===== config.mk =====
export PLATFORM = sky130hd
export DESIGN_NAME = stereo_cascaded_biquad_eq
export DESIGN_NICKNAME = d
export VERILOG_FILES = /design/src/sv/sceq_pkg.sv /design/src/sv/stereo_cascaded_biquad_eq.sv /design/src/sv/sceq_ctrl.sv /design/src/sv/sceq_dp.sv
export SDC_FILE = /design/constraint.sdc
export NUM_CORES = 2
export LEC_CHECK = 0
export ABC_AREA = 1
export BUFFER_PORTS_ARGS = -buffer_cell sky130_fd_sc_hd__buf_2
export CELL_PAD_IN_SITES_DETAIL_PLACEMENT = 1
export CELL_PAD_IN_SITES_GLOBAL_PLACEMENT = 2
export CORE_ASPECT_RATIO = 0.6
export CORE_MARGIN = 5
export CORE_UTILIZATION = 48
export DETAILED_ROUTE_END_ITERATION = 8
export PLACE_DENSITY_LB_ADDON = 0.1
export SYNTH_ARGS = -nofsm -noshare
export SYNTH_HDL_FRONTEND = slang
export SYNTH_HIERARCHICAL = 1
export SYNTH_SLANG_ARGS = --single-unit

===== constraint.sdc =====
create_clock -name i_clk -period 20 [get_ports i_clk]
set_input_delay 6 -clock i_clk [delete_from_list [all_inputs] [get_ports i_clk]]
set_output_delay 6 -clock i_clk [all_outputs]
set_load 0.005 [all_outputs]

===== src/sv/sceq_pkg.sv =====
// ----------------------------------------------------------------------------
// sceq_pkg
// Shared types and constants of the stereo biquad equaliser: default sizes,
// operation and register codes, coefficient term codes, controller states
// and the command and status records between controller and datapath.
// ----------------------------------------------------------------------------
package sceq_pkg;

    // Default sizes of the storage and arithmetic.
    localparam int unsigned DEF_NUM_BANDS    = 8;
    localparam int unsigned DEF_SAMPLE_WIDTH = 24;
    localparam int unsigned DEF_COEF_WIDTH   = 24;

    // Fixed widths of the external fields.
    localparam int unsigned IO_WIDTH    = 24;
    localparam int unsigned BAND_IN_W   = 3;
    localparam int unsigned COEF_IDX_W  = 3;
    localparam int unsigned CFG_IDX_W   = 1;
    localparam int unsigned CFG_DATA_W  = 4;
    localparam int unsigned MAX_BAND_W  = 5;
    localparam int unsigned NUM_TERMS   = 5;
    localparam int unsigned TERM_W      = 3;

    // Request operation codes.
    localparam logic OP_FRAME = 1'b0;
    localparam logic OP_COEF  = 1'b1;

    // Configuration register indexes.
    localparam logic [CFG_IDX_W-1:0] CFG_ENABLE       = 1'd0;
    localparam logic [CFG_IDX_W-1:0] CFG_ACTIVE_BANDS = 1'd1;

    // Configuration reset values.
    localparam logic                  RST_ENABLE       = 1'b1;
    localparam logic [CFG_DATA_W-1:0] RST_ACTIVE_BANDS = 4'd8;

    // Coefficient term codes, also the order in which the MAC visits them.
    localparam logic [TERM_W-1:0] TERM_B0 = 3'd0;
    localparam logic [TERM_W-1:0] TERM_B1 = 3'd1;
    localparam logic [TERM_W-1:0] TERM_B2 = 3'd2;
    localparam logic [TERM_W-1:0] TERM_A1 = 3'd3;
    localparam logic [TERM_W-1:0] TERM_A2 = 3'd4;

    typedef enum logic [2:0] {
        ST_IDLE,
        ST_READ,
        ST_MUL,
        ST_ACC,
        ST_RND,
        ST_WB,
        ST_OUT
    } t_state;

    typedef struct packed {
        logic                  load_frame;
        logic                  coef_wr;
        logic                  rd;
        logic [MAX_BAND_W-1:0] band;
        logic                  chan;
        logic                  mul;
        logic [TERM_W-1:0]     term;
        logic                  acc;
        logic                  rnd;
        logic                  wb;
        logic                  out_load;
    } t_dp_cmd;

    typedef struct packed {
        logic out_free;
    } t_dp_status;

endpackage


===== src/sv/stereo_cascaded_biquad_eq.sv =====
// A filtered frame runs each band applied through the single shared multiply-accumulate unit,
// once per channel (read, five products, two adds, store); a bypassed frame goes straight to
// the output register. Requests are taken one at a time: a frame holds the input until its
// result is loaded into the output register, and a coefficient write completes in the cycle
// it is accepted.
// Reset: enable 1, eight bands; valid flags clear, so b0 reads as unity and the rest as zero.
// ----------------------------------------------------------------------------
// stereo_cascaded_biquad_eq
// Stereo equaliser made of cascaded direct-form-I biquad sections, one per
// band, with coefficients shared between the left and right channels.
// ----------------------------------------------------------------------------
module stereo_cascaded_biquad_eq #(
    parameter int unsigned NUM_BANDS    = sceq_pkg::DEF_NUM_BANDS,
    parameter int unsigned SAMPLE_WIDTH = sceq_pkg::DEF_SAMPLE_WIDTH,
    parameter int unsigned COEF_WIDTH   = sceq_pkg::DEF_COEF_WIDTH
) (
    input  logic                                   i_clk,
    input  logic                                   i_rst_n,
    // Request channel.
    input  logic                                   i_in_valid,
    output logic                                   o_in_stall,
    input  logic                                   i_opcode,
    input  logic signed [sceq_pkg::IO_WIDTH-1:0]   i_left_in,
    input  logic signed [sceq_pkg::IO_WIDTH-1:0]   i_right_in,
    input  logic                                   i_last_frame,
    input  logic [sceq_pkg::BAND_IN_W-1:0]         i_band_index,
    input  logic [sceq_pkg::COEF_IDX_W-1:0]        i_coef_index,
    input  logic signed [sceq_pkg::IO_WIDTH-1:0]   i_coef_value,
    // Result channel.
    output logic                                   o_out_valid,
    input  logic                                   i_out_stall,
    output logic signed [sceq_pkg::IO_WIDTH-1:0]   o_left_out,
    output logic signed [sceq_pkg::IO_WIDTH-1:0]   o_right_out,
    output logic                                   o_last_frame_out,
    output logic                                   o_clipped,
    // Configuration write port.
    input  logic                                   i_cfg_wr_en,
    input  logic [sceq_pkg::CFG_IDX_W-1:0]         i_cfg_index,
    input  logic [sceq_pkg::CFG_DATA_W-1:0]        i_cfg_data
);
    import sceq_pkg::*;

    // The controller owns the configuration and the band and channel loop;
    // it steps the datapath through one section at a time. For every
    // section the history row of that band and channel is read together
    // with the b0 coefficient of that band, and each further coefficient is
    // read in the cycle before its product. The five products are formed one
    // per cycle and accumulated in a 64-bit saturating accumulator, the
    // rounding constant is added, and the result is saturated to the sample
    // width and written back as the new history.
    //
    // A coefficient write request loads one word and clears both history
    // rows of its band in the same cycle; it produces no result. A write
    // with an out-of-range band or coefficient index is dropped.
    //
    // The finished frame sits in an output register, so the next request is
    // taken while the result still waits to be collected. Only when a second
    // result completes before the first has gone does the controller hold.

    t_dp_cmd    w_cmd;
    t_dp_status w_status;

    sceq_ctrl #(
        .NUM_BANDS (NUM_BANDS)
    ) u_ctrl (
        .i_clk        (i_clk),
        .i_rst_n      (i_rst_n),
        .i_in_valid   (i_in_valid),
        .o_in_stall   (o_in_stall),
        .i_opcode     (i_opcode),
        .i_band_index (i_band_index),
        .i_coef_index (i_coef_index),
        .i_cfg_wr_en  (i_cfg_wr_en),
        .i_cfg_index  (i_cfg_index),
        .i_cfg_data   (i_cfg_data),
        .i_status     (w_status),
        .o_cmd        (w_cmd)
    );

    sceq_dp #(
        .NUM_BANDS    (NUM_BANDS),
        .SAMPLE_WIDTH (SAMPLE_WIDTH),
        .COEF_WIDTH   (COEF_WIDTH)
    ) u_dp (
        .i_clk            (i_clk),
        .i_rst_n          (i_rst_n),
        .i_cmd            (w_cmd),
        .o_status         (w_status),
        .i_left_in        (i_left_in),
        .i_right_in       (i_right_in),
        .i_last_frame     (i_last_frame),
        .i_band_index     (i_band_index),
        .i_coef_index     (i_coef_index),
        .i_coef_value     (i_coef_value),
        .i_out_stall      (i_out_stall),
        .o_out_valid      (o_out_valid),
        .o_left_out       (o_left_out),
        .o_right_out      (o_right_out),
        .o_last_frame_out (o_last_frame_out),
        .o_clipped        (o_clipped)
    );

    // The datapath steps other than accumulation are issued one kind at a time.
    a_cmd_exclusive : assert property (@(posedge i_clk) disable iff (!i_rst_n)
        $onehot0({w_cmd.load_frame, w_cmd.coef_wr, w_cmd.rd, w_cmd.mul,
                  w_cmd.rnd, w_cmd.wb, w_cmd.out_load}))
        else $error("more than one datapath step issued at once");

    // A result is never loaded over one that has not yet been collected.
    a_no_overwrite : assert property (@(posedge i_clk) disable iff (!i_rst_n)
        w_cmd.out_load |-> w_status.out_free)
        else $error("result register overwritten while still pending");

    // A memory read is always followed by the first product.
    a_read_then_mul : assert property (@(posedge i_clk) disable iff (!i_rst_n)
        w_cmd.rd |=> (w_cmd.mul && (w_cmd.term == TERM_B0)))
        else $error("section read not followed by the first product");

    // Rounding only follows the last accumulation of a section.
    a_round_after_acc : assert property (@(posedge i_clk) disable iff (!i_rst_n)
        w_cmd.rnd |-> $past(w_cmd.acc))
        else $error("rounding step without a preceding accumulation");

endmodule


===== src/sv/sceq_ctrl.sv =====
// ----------------------------------------------------------------------------
// sceq_ctrl
// Sequencer of the equaliser: holds the configuration registers, walks the
// bands and channels of a frame and issues the MAC steps to the datapath.
// ----------------------------------------------------------------------------
module sceq_ctrl #(
    parameter int unsigned NUM_BANDS = sceq_pkg::DEF_NUM_BANDS
) (
    input  logic                                 i_clk,
    input  logic                                 i_rst_n,
    input  logic                                 i_in_valid,
    output logic                                 o_in_stall,
    input  logic                                 i_opcode,
    input  logic [sceq_pkg::BAND_IN_W-1:0]       i_band_index,
    input  logic [sceq_pkg::COEF_IDX_W-1:0]      i_coef_index,
    input  logic                                 i_cfg_wr_en,
    input  logic [sceq_pkg::CFG_IDX_W-1:0]       i_cfg_index,
    input  logic [sceq_pkg::CFG_DATA_W-1:0]      i_cfg_data,
    input  sceq_pkg::t_dp_status                 i_status,
    output sceq_pkg::t_dp_cmd                    o_cmd
);
    import sceq_pkg::*;

    localparam int unsigned BW   = (NUM_BANDS > 1) ? $clog2(NUM_BANDS) : 1;
    localparam int unsigned NB_W = $clog2(NUM_BANDS + 1);

    t_state                r_state, n_state;
    logic                  r_enable;
    logic [CFG_DATA_W-1:0] r_active_bands;
    logic [BW-1:0]         r_band, n_band;
    logic                  r_chan, n_chan;
    logic [TERM_W-1:0]     r_term, n_term;

    logic                  in_acc;
    logic                  coef_ok;
    logic [NB_W-1:0]       band_lim;
    logic                  filt;
    logic                  last_band;

    assign in_acc  = i_in_valid && (r_state == ST_IDLE);
    assign coef_ok = (32'(i_band_index) < NUM_BANDS) && (i_coef_index <= TERM_A2);

    always_comb begin
        if (32'(r_active_bands) > NUM_BANDS) begin
            band_lim = NB_W'(NUM_BANDS);
        end else begin
            band_lim = NB_W'(r_active_bands);
        end
    end

    assign filt      = r_enable && (band_lim != '0);
    assign last_band = ((NB_W'(r_band) + NB_W'(1)) == band_lim);

    always_ff @(posedge i_clk) begin
        if (!i_rst_n) begin
            r_state        <= ST_IDLE;
            r_enable       <= RST_ENABLE;
            r_active_bands <= RST_ACTIVE_BANDS;
            r_band         <= '0;
            r_chan         <= 1'b0;
            r_term         <= TERM_B0;
        end else begin
            r_state <= n_state;
            r_band  <= n_band;
            r_chan  <= n_chan;
            r_term  <= n_term;
            if (i_cfg_wr_en) begin
                case (i_cfg_index)
                    CFG_ENABLE:       r_enable       <= i_cfg_data[0];
                    CFG_ACTIVE_BANDS: r_active_bands <= i_cfg_data;
                    default: ;
                endcase
            end
        end
    end

    // Next state and loop counters.
    always_comb begin
        n_state = r_state;
        n_band  = r_band;
        n_chan  = r_chan;
        n_term  = r_term;
        case (r_state)
            ST_IDLE: begin
                if (in_acc && (i_opcode == OP_FRAME)) begin
                    n_band  = '0;
                    n_chan  = 1'b0;
                    n_state = filt ? ST_READ : ST_OUT;
                end
            end
            ST_READ: begin
                n_term  = TERM_B0;
                n_state = ST_MUL;
            end
            ST_MUL: begin
                if (r_term == TERM_A2) begin
                    n_state = ST_ACC;
                end else begin
                    n_term = r_term + TERM_W'(1);
                end
            end
            ST_ACC: n_state = ST_RND;
            ST_RND: n_state = ST_WB;
            ST_WB: begin
                if (!r_chan) begin
                    n_chan  = 1'b1;
                    n_state = ST_READ;
                end else if (last_band) begin
                    n_state = ST_OUT;
                end else begin
                    n_chan  = 1'b0;
                    n_band  = r_band + BW'(1);
                    n_state = ST_READ;
                end
            end
            ST_OUT: begin
                if (i_status.out_free) begin
                    n_state = ST_IDLE;
                end
            end
            default: n_state = ST_IDLE;
        endcase
    end

    // Datapath commands.
    always_comb begin
        o_cmd      = '0;
        o_cmd.band = MAX_BAND_W'(r_band);
        o_cmd.chan = r_chan;
        o_cmd.term = r_term;
        case (r_state)
            ST_IDLE: begin
                o_cmd.load_frame = in_acc && (i_opcode == OP_FRAME);
                o_cmd.coef_wr    = in_acc && (i_opcode == OP_COEF) && coef_ok;
            end
            ST_READ: o_cmd.rd = 1'b1;
            ST_MUL: begin
                o_cmd.mul = 1'b1;
                o_cmd.acc = (r_term != TERM_B0);
            end
            ST_ACC:  o_cmd.acc      = 1'b1;
            ST_RND:  o_cmd.rnd      = 1'b1;
            ST_WB:   o_cmd.wb       = 1'b1;
            ST_OUT:  o_cmd.out_load = i_status.out_free;
            default: ;
        endcase
    end

    assign o_in_stall = (r_state != ST_IDLE);

endmodule


===== src/sv/sceq_dp.sv =====
// ----------------------------------------------------------------------------
// sceq_dp
// Datapath of the equaliser: coefficient and history memories, the shared
// multiply-accumulate unit with rounding and saturation, and the output
// register.
// ----------------------------------------------------------------------------
module sceq_dp #(
    parameter int unsigned NUM_BANDS    = sceq_pkg::DEF_NUM_BANDS,
    parameter int unsigned SAMPLE_WIDTH = sceq_pkg::DEF_SAMPLE_WIDTH,
    parameter int unsigned COEF_WIDTH   = sceq_pkg::DEF_COEF_WIDTH
) (
    input  logic                                   i_clk,
    input  logic                                   i_rst_n,
    input  sceq_pkg::t_dp_cmd                      i_cmd,
    output sceq_pkg::t_dp_status                   o_status,
    input  logic signed [sceq_pkg::IO_WIDTH-1:0]   i_left_in,
    input  logic signed [sceq_pkg::IO_WIDTH-1:0]   i_right_in,
    input  logic                                   i_last_frame,
    input  logic [sceq_pkg::BAND_IN_W-1:0]         i_band_index,
    input  logic [sceq_pkg::COEF_IDX_W-1:0]        i_coef_index,
    input  logic signed [sceq_pkg::IO_WIDTH-1:0]   i_coef_value,
    input  logic                                   i_out_stall,
    output logic                                   o_out_valid,
    output logic signed [sceq_pkg::IO_WIDTH-1:0]   o_left_out,
    output logic signed [sceq_pkg::IO_WIDTH-1:0]   o_right_out,
    output logic                                   o_last_frame_out,
    output logic                                   o_clipped
);
    import sceq_pkg::*;

    localparam int unsigned SW   = SAMPLE_WIDTH;
    localparam int unsigned CW   = COEF_WIDTH;
    localparam int unsigned BW   = (NUM_BANDS > 1) ? $clog2(NUM_BANDS) : 1;
    localparam int unsigned HW   = BW + 1;
    localparam int unsigned ROWS = 2 * NUM_BANDS;
    localparam int unsigned FRAC = CW - 3;
    localparam int unsigned PW   = SW + CW;
    localparam int unsigned AW   = 64;

    localparam logic signed [AW-1:0] S_HI = (64'sd1 <<< (SW - 1)) - 64'sd1;
    localparam logic signed [AW-1:0] S_LO = -S_HI - 64'sd1;
    localparam logic signed [AW-1:0] C_HI = (64'sd1 <<< (CW - 1)) - 64'sd1;
    localparam logic signed [AW-1:0] C_LO = -C_HI - 64'sd1;
    localparam logic signed [AW-1:0] RND_HALF = 64'sd1 <<< (FRAC - 1);
    localparam logic signed [AW-1:0] ACC_MAX = {1'b0, {(AW - 1){1'b1}}};
    localparam logic signed [AW-1:0] ACC_MIN = {1'b1, {(AW - 1){1'b0}}};
    localparam logic signed [CW-1:0] COEF_ONE = CW'(64'd1 << FRAC);

    // Memories.
    logic [CW-1:0]     coef_mem [NUM_BANDS][NUM_TERMS];
    logic [4*SW-1:0]   hist_mem [ROWS];

    logic [NUM_TERMS-1:0] r_coef_vld [NUM_BANDS];
    logic [ROWS-1:0]      r_hist_vld;

    // One coefficient word is read per cycle, registered before its product.
    logic [CW-1:0]        r_coef_rd;
    logic                 r_coef_rd_vld;
    logic                 r_coef_rd_b0;
    logic [4*SW-1:0]      r_hist_rd;
    logic                 r_hist_rd_vld;

    // Working registers.
    logic signed [SW-1:0] r_x_l, r_x_r;
    logic                 r_last;
    logic                 r_clip;
    logic signed [PW-1:0] r_prod;
    logic                 r_prod_sub;
    logic                 r_prod_first;
    logic signed [AW-1:0] r_acc;

    logic                 r_out_vld;
    logic [IO_WIDTH-1:0]  r_left_out, r_right_out;
    logic                 r_last_out, r_clip_out;

    // Combinational.
    logic [BW-1:0]        wr_band;
    logic [BW-1:0]        rd_band;
    logic [HW-1:0]        row;
    logic [TERM_W-1:0]    rd_term;
    logic                 coef_rd;
    logic signed [AW-1:0] l_ext, r_ext, c_ext;
    logic signed [AW-1:0] l_sat, r_sat, c_sat;
    logic signed [CW-1:0] coef_eff;
    logic [4*SW-1:0]      hist_eff;
    logic signed [SW-1:0] h0, h1, h2;
    logic signed [SW-1:0] x_cur;
    logic signed [CW-1:0] m_c;
    logic signed [SW-1:0] m_s;
    logic signed [PW-1:0] prod_c;
    logic signed [AW:0]   add_a, add_b, add_sum;
    logic signed [AW-1:0] add_sat;
    logic signed [AW-1:0] y_full, y_sat;
    logic                 y_clip;
    logic signed [SW-1:0] y;
    logic signed [AW-1:0] out_l_ext, out_r_ext;

    assign wr_band = BW'(i_band_index);
    assign rd_band = BW'(i_cmd.band);
    assign row     = {rd_band, i_cmd.chan};

    // The section read fetches b0; each product step but the last fetches
    // the coefficient of the following term.
    assign rd_term = i_cmd.rd ? TERM_B0 : (i_cmd.term + TERM_W'(1));
    assign coef_rd = i_cmd.rd || (i_cmd.mul && (i_cmd.term != TERM_A2));

    // Input and coefficient saturation to the internal widths.
    assign l_ext = AW'(i_left_in);
    assign r_ext = AW'(i_right_in);
    assign c_ext = AW'(i_coef_value);
    assign l_sat = (l_ext > S_HI) ? S_HI : ((l_ext < S_LO) ? S_LO : l_ext);
    assign r_sat = (r_ext > S_HI) ? S_HI : ((r_ext < S_LO) ? S_LO : r_ext);
    assign c_sat = (c_ext > C_HI) ? C_HI : ((c_ext < C_LO) ? C_LO : c_ext);

    always_ff @(posedge i_clk) begin
        if (i_cmd.coef_wr) begin
            coef_mem[wr_band][i_coef_index] <= CW'(c_sat);
        end
        if (coef_rd) begin
            r_coef_rd     <= coef_mem[rd_band][rd_term];
            r_coef_rd_vld <= r_coef_vld[rd_band][rd_term];
            r_coef_rd_b0  <= (rd_term == TERM_B0);
        end
    end

    always_ff @(posedge i_clk) begin
        if (i_cmd.wb) begin
            hist_mem[row] <= {h2, y, h0, x_cur};
        end
        if (i_cmd.rd) begin
            r_hist_rd     <= hist_mem[row];
            r_hist_rd_vld <= r_hist_vld[row];
        end
    end

    // Entries never written read as their reset value.
    always_ff @(posedge i_clk) begin
        if (!i_rst_n) begin
            for (int b = 0; b < NUM_BANDS; b++) begin
                r_coef_vld[b] <= '0;
            end
            r_hist_vld <= '0;
        end else begin
            if (i_cmd.coef_wr) begin
                r_coef_vld[wr_band][i_coef_index] <= 1'b1;
                r_hist_vld[{wr_band, 1'b0}]       <= 1'b0;
                r_hist_vld[{wr_band, 1'b1}]       <= 1'b0;
            end
            if (i_cmd.wb) begin
                r_hist_vld[row] <= 1'b1;
            end
        end
    end

    assign coef_eff = r_coef_rd_vld ? r_coef_rd : (r_coef_rd_b0 ? COEF_ONE : '0);

    assign hist_eff = r_hist_rd_vld ? r_hist_rd : '0;
    assign h0       = hist_eff[0*SW +: SW];
    assign h1       = hist_eff[1*SW +: SW];
    assign h2       = hist_eff[2*SW +: SW];
    assign x_cur    = i_cmd.chan ? r_x_r : r_x_l;

    assign m_c = coef_eff;

    always_comb begin
        case (i_cmd.term)
            TERM_B0: m_s = x_cur;
            TERM_B1: m_s = h0;
            TERM_B2: m_s = h1;
            TERM_A1: m_s = h2;
            TERM_A2: m_s = hist_eff[3*SW +: SW];
            default: m_s = x_cur;
        endcase
    end

    assign prod_c = m_c * m_s;

    // Shared saturating adder: product terms, then the rounding constant.
    always_comb begin
        if (i_cmd.rnd) begin
            add_a   = (AW + 1)'(r_acc);
            add_b   = (AW + 1)'(RND_HALF);
            add_sum = add_a + add_b;
        end else begin
            add_a   = r_prod_first ? '0 : (AW + 1)'(r_acc);
            add_b   = (AW + 1)'(r_prod);
            add_sum = r_prod_sub ? (add_a - add_b) : (add_a + add_b);
        end
        if (add_sum[AW] != add_sum[AW-1]) begin
            add_sat = add_sum[AW] ? ACC_MIN : ACC_MAX;
        end else begin
            add_sat = add_sum[AW-1:0];
        end
    end

    assign y_full = r_acc >>> FRAC;
    assign y_clip = (y_full > S_HI) || (y_full < S_LO);
    assign y_sat  = (y_full > S_HI) ? S_HI : ((y_full < S_LO) ? S_LO : y_full);
    assign y      = SW'(y_sat);

    always_ff @(posedge i_clk) begin
        if (i_cmd.load_frame) begin
            r_x_l  <= SW'(l_sat);
            r_x_r  <= SW'(r_sat);
            r_last <= i_last_frame;
            r_clip <= 1'b0;
        end
        if (i_cmd.mul) begin
            r_prod       <= prod_c;
            r_prod_sub   <= (i_cmd.term == TERM_A1) || (i_cmd.term == TERM_A2);
            r_prod_first <= (i_cmd.term == TERM_B0);
        end
        if (i_cmd.acc || i_cmd.rnd) begin
            r_acc <= add_sat;
        end
        if (i_cmd.wb) begin
            if (i_cmd.chan) begin
                r_x_r <= y;
            end else begin
                r_x_l <= y;
            end
            r_clip <= r_clip | y_clip;
        end
    end

    // Output register.
    assign out_l_ext = AW'(r_x_l);
    assign out_r_ext = AW'(r_x_r);

    always_ff @(posedge i_clk) begin
        if (!i_rst_n) begin
            r_out_vld <= 1'b0;
        end else if (i_cmd.out_load) begin
            r_out_vld <= 1'b1;
        end else if (r_out_vld && !i_out_stall) begin
            r_out_vld <= 1'b0;
        end
    end

    always_ff @(posedge i_clk) begin
        if (i_cmd.out_load) begin
            r_left_out  <= out_l_ext[IO_WIDTH-1:0];
            r_right_out <= out_r_ext[IO_WIDTH-1:0];
            r_last_out  <= r_last;
            r_clip_out  <= r_clip;
        end
    end

    assign o_status.out_free = !r_out_vld || !i_out_stall;
    assign o_out_valid       = r_out_vld;
    assign o_left_out        = r_left_out;
    assign o_right_out       = r_right_out;
    assign o_last_frame_out  = r_last_out;
    assign o_clipped         = r_clip_out;

endmodule


==> flow_summary.yaml <==
place:
  dp.cells: 15500
  port_buffers: 141
  globalplace.congestion: 0.929
  hpwlAfterDp_mm: 323
global_routing:
  use_met2_pct: 46.0
  antenna_found_initial: 26
  overflow: 0
  grt_max_degree: 154
  grt_pass1_vias: 101000
  grt_pass1_wl_mm: 719
  grt_usage_pct: 32.6
  use_met1_pct: 51.0
  grt-busiest-layer: "met1"
  gr-usage-met3_pct: 7.86
setup_path:
  cpPeakStageDelay_ns: 0.90
  ff2ff_path_depth: 31
  crit_required_ns: 20.61
  slowest_stage: "fa_1"
  cp_max_fo: 34
  reg2reg_from: "u_ctrl/r_term[0]"
  crit_top_cell: "fa_1"
  crit_start: "u_ctrl/r_term[0]"
  r2r-end: "u_dp/r_prod[46]"
  reg2reg_slack_ns: 9.60
  crit_path_end_kind: "flop"
  path_class: "reg2reg"
  cp.arrival_ns: 11.01
  cp-start-kind: "flop"
routing:
  route.detailed.drc: 0
  avgRoutedWirePerCell_um: 31.1
  drt_iter0_drc: 12600
  vias_per_cell: 6.21
  finalWirelength_mm: 499
  dr.pass1.iters: 5
  ant_nets: 0
  num_vias: 99600
cts:
  cts_root_buffer: "clkbuf_16"
  cts_setup_buffers: 0
  cts_tree: "built"
  cts_resized: 0
  cts.clk_slew.worst_paths_ns: 0.07
  hold_buffers: 0
  htreeDepth: 5
  clkSinkCount: 2905
  clockBufferDepth: 4
  numCtsBuffers: 284
  clock_latency_ns: 0.92
outcome:
  violations: "capacitance limit, slew limit"
  outcome: "finished, violations left"
synth:
  synth.yosys.warnings: 6
  syn_area_mm2: 0.140
  syn_nets: 12800
  synthCells: 11900
  synth.avg_cell_area_um2: 11.7
timing:
  relSlewSlack_pct: -4.13
  rsz0062_at_grt: "false"
  finalCritPeriodShare_pct: 52.0
  tns_ns: 0
  setup_violations: 0
  hold_violations: 0
  slew_viol_final: 2
  layout_min_cycle_time_ns: 10.40
  fmax_mhz: 96.2
  fin_skew_ns: 0.0772
  worst_pin_slew_ns: 1.55
floorplan:
  num_rows: 153
  fp.dieH_um: 428
  initial_core_util_pct: 48.2
  dieArea_mm2: 0.302
  io_pins: 142
  fp.dieW_um: 706
  core_area_mm2: 0.290
min_path:
  hp-start: "u_dp/r_x_r[12]"
  min_to: "u_dp/o_right_out[12]"
  holdPathStages: 0
  hold_class: "reg2reg"
final_layout:
  fill_cells: 29600
  fin_cells: 16000
  fin_nets: 12900
  drive_gt1_share_pct: 8.31
  area_growth_syn_to_layout_pct: 10.2
job:
  drv_cap: 1
[per-stage QoR]
stage	utilization (%)	cell area [um2]	hold slack (ns)	setup WS, ns
4_1_cts	53.1	154000	0.391	9.68
2_1_floorplan	-	140000	0.400	9.89
6_report	53.1	154000	0.383	9.60
3_5_place_dp	50.0	145000	0.410	9.71
3_3_place_gp	50.0	145000	0.403	9.84
5_1_grt	53.1	154000	0.390	9.04
[how the worst max path moves through the flow]
stage | end | depth (start not counted)
6_report | u_dp/r_prod[46] | 31
5_1_grt | u_dp/r_prod[46] | 31
4_1_cts | u_dp/r_prod[46] | 31
3_5_place_dp | u_dp/r_prod[46] | 31
3_3_place_gp | u_dp/r_prod[46] | 31
2_1_floorplan | u_dp/o_clipped | 3
[layer usage]
layer | up-vias | wire length [um] | part of all wire, %
met2 | 4906 | 207000 | 41
met4 | 8 | 10700 | 2.1
li1 | 41900 | - | -
met3 | 672 | 55400 | 11
met1 | 52000 | 226000 | 45
met5 | - | 56 | 0.011
[worst max-delay path, delay by kind of cell, from the launching register on]
family / cells / cell delay, ns
xor+xnor: 1 / 0.09
compound gates: 3 / 0.70
buf+inv: 11 / 2.18
flops: 1 / 0.51
fa+ha+maj: 9 / 4.73
simple gates: 7 / 1.91
[state kept, by name, indices dropped and copies added, names as in the netlist, 4 cells and up]
register and count:
u_dp/o_left_out 24, u_dp/r_hist_rd 96, u_dp/r_hist_vld 16, u_dp/r_coef_vld 40, u_dp/coef_mem 960, u_dp/r_acc 64
u_ctrl/r_active_bands 4, u_dp/r_x_l 24, u_dp/o_right_out 24, u_dp/r_prod 48, u_dp/r_coef_rd 24, u_dp/hist_mem 1536
u_dp/r_x_r 24
[cells in the final DEF (no fill, tap or decap), types with 16 or more instances in the layout]
cell type,instances
a31oi_1,401
o21ai_2,16
nor2_2,40
dfxtp_1,118
nand2_1,1620
nand2_2,53
inv_1,1141
edfxtp_1,2785
o21ai_0,676
ha_1,208
clkinv_1,59
nand4_1,38
nor2_4,45
o21ai_1,68
clkinv_2,39
nor2_1,1461
buf_4,230
or4_1,97
a21o_1,18
o22ai_1,93
nor4_1,33
o32ai_1,72
inv_2,33
a22oi_1,390
bufinv_16,18
clkbuf_16,292
xnor2_1,46
o221ai_1,47
o2111ai_1,28
a32oi_1,42
clkbuf_1,57
fa_1,608
o21bai_1,26
buf_2,141
nor3_1,75
xor2_1,76
a21oi_1,238
nand3_1,569
or2_2,30
[final cells by class]
class | instances | area, um2 | share of cell area (%)
well taps | 3875 | 4850 | 3.15
diodes | 8 | 20.0 | 0.0130
flip-flops and latches | 2905 | 86000 | 56.0
clock buffers | 356 | 7620 | 4.95
multi-input cells | 7196 | 46800 | 30.5
inverters | 1185 | 4470 | 2.90
clock inverters | 133 | 1250 | 0.815
repair buffers | 383 | 2670 | 1.74
Power is not shown: default switching activity piles up to over one toggle a cycle in this logic, so the estimate is an artifact.
